--- config.mk ---
export PLATFORM = sky130hd
export DESIGN_NAME = lcdtf_front
export DESIGN_NICKNAME = d
export VERILOG_FILES = /design/src/rtl/lcdtf_pkg.sv /design/src/rtl/lcdtf_front.sv
export SDC_FILE = /design/constraint.sdc
export NUM_CORES = 1
export LEC_CHECK = 0
export BUFFER_PORTS_ARGS = -buffer_cell sky130_fd_sc_hd__buf_2
export CAP_MARGIN = 5
export CORE_UTILIZATION = 54
export CTS_CLUSTER_SIZE = 20
export DETAILED_ROUTE_END_ITERATION = 16
export GPL_TIMING_DRIVEN = 0
export PLACE_DENSITY = 0.89
export SLEW_MARGIN = 20
export SYNTH_ARGS = -nofsm -noshare
export SYNTH_HDL_FRONTEND = slang
export SYNTH_SLANG_ARGS = --single-unit
--- constraint.sdc ---
create_clock -name clk_i -period 4.4 [get_ports clk_i]
set_clock_uncertainty 0.15 [all_clocks]
set_input_delay 1.32 -clock clk_i [delete_from_list [all_inputs] [get_ports clk_i]]
set_output_delay 1.32 -clock clk_i [all_outputs]
set_load 0.01 [all_outputs]
--- src/rtl/lcdtf_pkg.sv ---
// Shared types and constants of the two-line LCD text frame buffer.
// Used by every module of the block but lcdtf_ram; depends on nothing else.

package lcdtf_pkg;

  // Display geometry and glyph store layout.
  localparam int FRAME_BYTES      = 512;
  localparam int PAGE_COLS        = 128;
  localparam int PAGE_ITEMS       = 131;
  localparam int CMD_ITEMS        = 3;
  localparam int GLYPH_STRIDE     = 25;
  localparam int FONT_GLYPHS      = 96;
  localparam int STORE_BYTES      = 2400;
  localparam int DEF_GLYPH_COLUMNS = 12;

  // The frame buffer is split by address bit 7 into two banks, so a column's
  // upper and lower bytes always land in different banks.
  localparam int FB_BANK_DEPTH   = FRAME_BYTES / 2;
  localparam int FB_AW           = $clog2(FB_BANK_DEPTH);
  // The glyph store is split by address parity into two banks.
  localparam int FONT_BANK_DEPTH = (STORE_BYTES + 1) / 2;
  localparam int FONT_AW         = $clog2(FONT_BANK_DEPTH);

  // Widths of draw addresses and pens.
  localparam int DRAW_AW = 11;
  localparam int PEN_W   = 10;

  localparam logic [DRAW_AW-1:0] LINE1_BASE  = 11'd256;
  localparam logic [PEN_W-1:0]   PEN_MAX     = 10'd1023;
  localparam logic [7:0]         SYM_FIRST   = 8'd32;

  // Display command bytes of the refresh sequence.
  localparam logic [7:0] DISP_COL_LOW  = 8'h00;
  localparam logic [7:0] DISP_COL_HIGH = 8'h10;
  localparam logic [7:0] DISP_PAGE     = 8'hB0;

  // Input op codes.
  localparam logic [2:0] OP_CLEAR = 3'd0;
  localparam logic [2:0] OP_DRAW  = 3'd1;
  localparam logic [2:0] OP_OR    = 3'd2;
  localparam logic [2:0] OP_FLUSH = 3'd3;
  localparam logic [2:0] OP_LOAD  = 3'd4;

  // Depth of the command queue between front and back.
  localparam int CMD_QUEUE_DEPTH = 2;

  typedef struct packed {
    logic [2:0]  op;
    logic        line;
    logic [7:0]  symbol;
    logic [6:0]  column;
    logic [1:0]  page;
    logic [7:0]  byte_value;
    logic [11:0] font_address;
    logic [7:0]  font_byte;
  } lcdtf_in_t;

  typedef struct packed {
    logic [7:0] out_byte;
    logic       is_data;
    logic       frame_last;
    logic       symbol_error;
  } lcdtf_out_t;

  // Classified command kinds handed from front to back.
  typedef enum logic [2:0] {
    CMD_CLEAR,
    CMD_DRAW,
    CMD_ORB,
    CMD_FLUSH,
    CMD_LOAD,
    CMD_NOP
  } lcdtf_kind_e;

  typedef struct packed {
    lcdtf_kind_e kind;
    logic        line;
    logic        sym_err;
    logic [11:0] glyph;
    logic [8:0]  fb_addr;
    logic [7:0]  data;
    logic [11:0] font_addr;
  } lcdtf_cmd_t;

endpackage

--- src/rtl/lcdtf_front.sv ---
// Front end: accepts input transfers, classifies them into commands and
// queues them for the back end. Depends on lcdtf_pkg.

module lcdtf_front
  import lcdtf_pkg::*;
(
  input  logic       clk_i,
  input  logic       rst_ni,
  input  logic       in_valid_i,
  output logic       in_ready_o,
  input  lcdtf_in_t  in_data_i,
  input  logic       init_busy_i,
  output logic       cmd_valid_o,
  input  logic       cmd_ready_i,
  output lcdtf_cmd_t cmd_o
);

  localparam int PTR_W = (CMD_QUEUE_DEPTH > 1) ? $clog2(CMD_QUEUE_DEPTH) : 1;
  localparam int CNT_W = $clog2(CMD_QUEUE_DEPTH + 1);
  localparam logic [PTR_W-1:0] PTR_LAST = PTR_W'(CMD_QUEUE_DEPTH - 1);
  localparam logic [CNT_W-1:0] CNT_FULL = CNT_W'(CMD_QUEUE_DEPTH);

  lcdtf_cmd_t       cls;
  logic [7:0]       sym_idx;
  logic             sym_ok;
  lcdtf_cmd_t       queue_q [CMD_QUEUE_DEPTH];
  logic [PTR_W-1:0] wr_q, wr_d, rd_q, rd_d;
  logic [CNT_W-1:0] cnt_q, cnt_d;
  logic             push, pop;

  // Classify the incoming item.
  always_comb begin
    sym_idx       = in_data_i.symbol - SYM_FIRST;
    sym_ok        = (in_data_i.symbol >= SYM_FIRST) && (sym_idx < 8'(FONT_GLYPHS));
    cls           = '0;
    cls.kind      = CMD_NOP;
    cls.line      = in_data_i.line;
    cls.glyph     = 12'(sym_idx[6:0]) * 12'(GLYPH_STRIDE);
    cls.fb_addr   = {in_data_i.page, in_data_i.column};
    cls.data      = in_data_i.byte_value;
    cls.font_addr = in_data_i.font_address;
    unique case (in_data_i.op)
      OP_CLEAR: cls.kind = CMD_CLEAR;
      OP_DRAW: begin
        cls.kind    = sym_ok ? CMD_DRAW : CMD_NOP;
        cls.sym_err = !sym_ok;
      end
      OP_OR:    cls.kind = CMD_ORB;
      OP_FLUSH: cls.kind = CMD_FLUSH;
      OP_LOAD: begin
        cls.kind = (in_data_i.font_address < 12'(STORE_BYTES)) ? CMD_LOAD : CMD_NOP;
        cls.data = in_data_i.font_byte;
      end
      default:  cls.kind = CMD_NOP;
    endcase
  end

  // Queue handshakes.
  assign in_ready_o  = (cnt_q != CNT_FULL) && !init_busy_i;
  assign cmd_valid_o = (cnt_q != '0);
  assign cmd_o       = queue_q[rd_q];
  assign push        = in_valid_i && in_ready_o;
  assign pop         = cmd_valid_o && cmd_ready_i;

  // Queue pointers and fill count.
  always_comb begin
    wr_d  = push ? ((wr_q == PTR_LAST) ? '0 : wr_q + 1'b1) : wr_q;
    rd_d  = pop ? ((rd_q == PTR_LAST) ? '0 : rd_q + 1'b1) : rd_q;
    cnt_d = cnt_q;
    if (push && !pop) begin
      cnt_d = cnt_q + 1'b1;
    end else if (pop && !push) begin
      cnt_d = cnt_q - 1'b1;
    end
  end

  always_ff @(posedge clk_i or negedge rst_ni) begin
    if (!rst_ni) begin
      wr_q  <= '0;
      rd_q  <= '0;
      cnt_q <= '0;
    end else begin
      wr_q  <= wr_d;
      rd_q  <= rd_d;
      cnt_q <= cnt_d;
    end
  end

  // Queue storage.
  always_ff @(posedge clk_i) begin
    if (push) begin
      queue_q[wr_q] <= cls;
    end
  end

endmodule

==> out/metrics.cfg <==
[worst_hold_path]
hp-class = reg -> reg
hold_path.startpoint = cnt_q[1]$_DFFE_PN0P_
min_to = cnt_q[1]$_DFFE_PN0P_
holdPathStages = 1

[clocking]
clock_path_buffers = 2
root_buffer = clkbuf_8
path_clk_slew_ns = 0.09
cts_setup_buffers = 0
cts_tree = built
cts_resized = 0
cts_buffers = 9
clock_latency_ns = 0.35
cts_hold_buffers = 0
cts_max_level = 3
cts.sinks = 96

[power]
p_per_area_nw_per_um2 = 508.0
ir_drop_uv = 185.9
p_leak_nw = 2.138

[cells_and_area]
antenna_cells = 0
areaGrowthSynthToFinish_pct = 20.32
drive_gt1_share_pct = 47.77
final_nets = 463
fillers = 554

[routing]
drc = 0
routed-via-count = 2563
ant_nets = 0
firstDrtPassIters = 4
dr.first_iter.drc_count = 75
wire_per_inst_um = 16.24
routed_wl_um = 7845
routed_via_density = 5.306

[place]
io_buffers = 101
dp_slack_ns = 0.1252
gp_congestion = 0.8275
post-dp-hpwl_um = 5781

[logic_synthesis]
synth_seq_cells = 96
yosys.cell_count.top_type = edfxtp_1
synth_cell_types = 32
async_reset_ff_share_pct = 4.167
synthFlopType = edfxtp_1
netlist.top_cell.by_area = edfxtp_1
synth_commonest_cells = edfxtp_1, mux2_2, ha_1, inv_1
synth_fp_nets = 349
synth_edf_count = 92
yosys_warnings = 0
synth.area.top_cells = edfxtp_1, mux2_2, ha_1
avgSynthCellArea_sq_um = 16.64
syn_area_sq_um = 4360
yosysSeqAreaShare_pct = 65.65
synth_top_area_share_pct = 63.36
syn-instance-count = 262

[grt]
grt_pass1_wl_um = 11980
grt_overflow = 0
grt_max_degree = 30
track_usage_pct = 18.98
antenna_found_initial = 0
grt_pass1_vias = 2564

[setup_path]
reg2reg_from = cnt_q[0]$_DFFE_PN0P_
r2r_cells = 5
critPathKind = in -> reg
crit_chain = buf_2, ha_1, ha_1, inv_1, fa_1, inv_1, ha_1, nor2b_4, o31a_1, or4b_1, nand3_1
cp-start-kind = primary input
cpPeakStageDelay_ns = 0.49
crit_top_cell = ha_1
required_ns = 4.45
r2r_slack_ns = 2.25
r2r-end = queue_q[0][12]$_DFFE_PP_
crit_fanout = 5
cp-end-kind = flop
worstPathArrival_ns = 3.99
crit_slowest_cell = fa_1

[outcome]
status = complete, no violations

[timing]
rsz0062_at_grt = no
final_hold_viol_count = 0
setup_ws_ns = 0.4606
timing.final.crit_share_pct = 89.53
fmax_mhz = 253.8
hold_slack_ns = 0.3547
maxSlewViolCount = 0
finalSetupViolations = 0
relSlewSlack_pct = 55.89
max_slew.worst_pin.slew_ns = 0.6601
min_period_ns = 3.939

[die]
rows = 32
io_pins = 102
coreArea_sq_um = 7767
die_x_um = 91.86
initial_core_util_pct = 56.14
die-area_sq_um = 8438
die_h_um = 91.86

[job]
maxCapViolCount = 0

[logic make-up (layout without fill, tap and decap cells)]
group | after synthesis | count (layout) | share of synthesized area (%)
mux | 55 | 55 | 14.17
xor+xnor | 11 | 11 | 2.209
simple gates | 23 | 23 | 2.956
flops | 96 | 96 | 65.65
compound gates | 22 | 22 | 3.156
fa+ha+maj | 33 | 33 | 9.813
buf+inv | 22 | 141 | 2.037
[area by class of cell]
| class | count | area (sq um) | area share [%] |
|---|---|---|---|
| buffer | 6 | 28.78 | 0.5485 |
| clock buffer | 10 | 137.6 | 2.623 |
| clock inverter | 6 | 66.31 | 1.264 |
| inverter | 16 | 60.06 | 1.145 |
| multi-input combinational | 144 | 1418 | 27.02 |
| sequential | 96 | 2863 | 54.57 |
| tap | 102 | 127.6 | 2.433 |
| timing repair buffer | 103 | 545.5 | 10.40 |
[registers in the layout (all words and copies together) (netlist names)]
register and cells:
queue_q 92, cnt_q 2, rd_q 1, wr_q 1
[how the worst max path moves through the flow]
stage	from	end	depth (start not counted)	slack, ns
2_1_floorplan	init_busy_i	queue_q[0][0]$_DFFE_PP_	3	0.10
3_3_place_gp	init_busy_i	queue_q[0][27]$_DFFE_PP_	4	-0.81
3_5_place_dp	in_data_i[39]	queue_q[1][39]$_DFFE_PP_	11	0.13
4_1_cts	in_data_i[39]	queue_q[0][39]$_DFFE_PP_	11	0.48
5_1_grt	in_data_i[39]	queue_q[0][39]$_DFFE_PP_	11	0.40
6_report	in_data_i[39]	queue_q[0][39]$_DFFE_PP_	11	0.46
[routing by layer]
metal	up-vias	part of all wire, %	GRT usage [%]
li1	1214	-	-
met1	1254	39	22.35
met2	83	53	34.02
met3	12	5.7	4.063
met4	0	1.6	7.031
met5	-	0	0
[through the flow]
| step | cell area (sq um) | instances | power, mW | TNS (ns) | utilization (%) |
|---|---|---|---|---|---|
| 2_1_floorplan | 4360 | 262 | 1.803 | 0 | - |
| 3_3_place_gp | 4994 | 465 | 2.072 | -37.07 | 64.29 |
| 3_5_place_dp | 5042 | 467 | 2.113 | 0 | 64.92 |
| 5_1_grt | 5246 | 483 | 2.792 | 0 | 67.54 |
| 6_report | 5246 | 483 | 2.665 | 0 | 67.54 |
| 4_1_cts | 5246 | 483 | 2.685 | 0 | 67.54 |
[report_power, final]
part	switching (mW)	internal, mW	leakage [nW]
sequential	0.0425	1.16	0.888
combinational	0.463	0.422	1.14
clock	0.294	0.280	0.107
[worst max-delay path, delay by kind of cell]
family          cells  cell delay, ns
compound gates      1            0.26
buf+inv             3            0.22
fa+ha+maj           4            1.41
simple gates        3            0.77
[placed cells by master, fill, tap and decap left out, types with 3 or more instances in the layout]
cell / count
o21ai_0: 4
nor2b_1: 3
edfxtp_1: 92
clkbuf_8: 10
inv_1: 16
xnor2_1: 6
ha_1: 31
xor2_1: 5
mux2_2: 54
nor2_1: 7
dfrtp_1: 4
nand2_1: 3
a21oi_1: 8
buf_2: 106
Note: power is estimated with default switching activity, not from simulation.
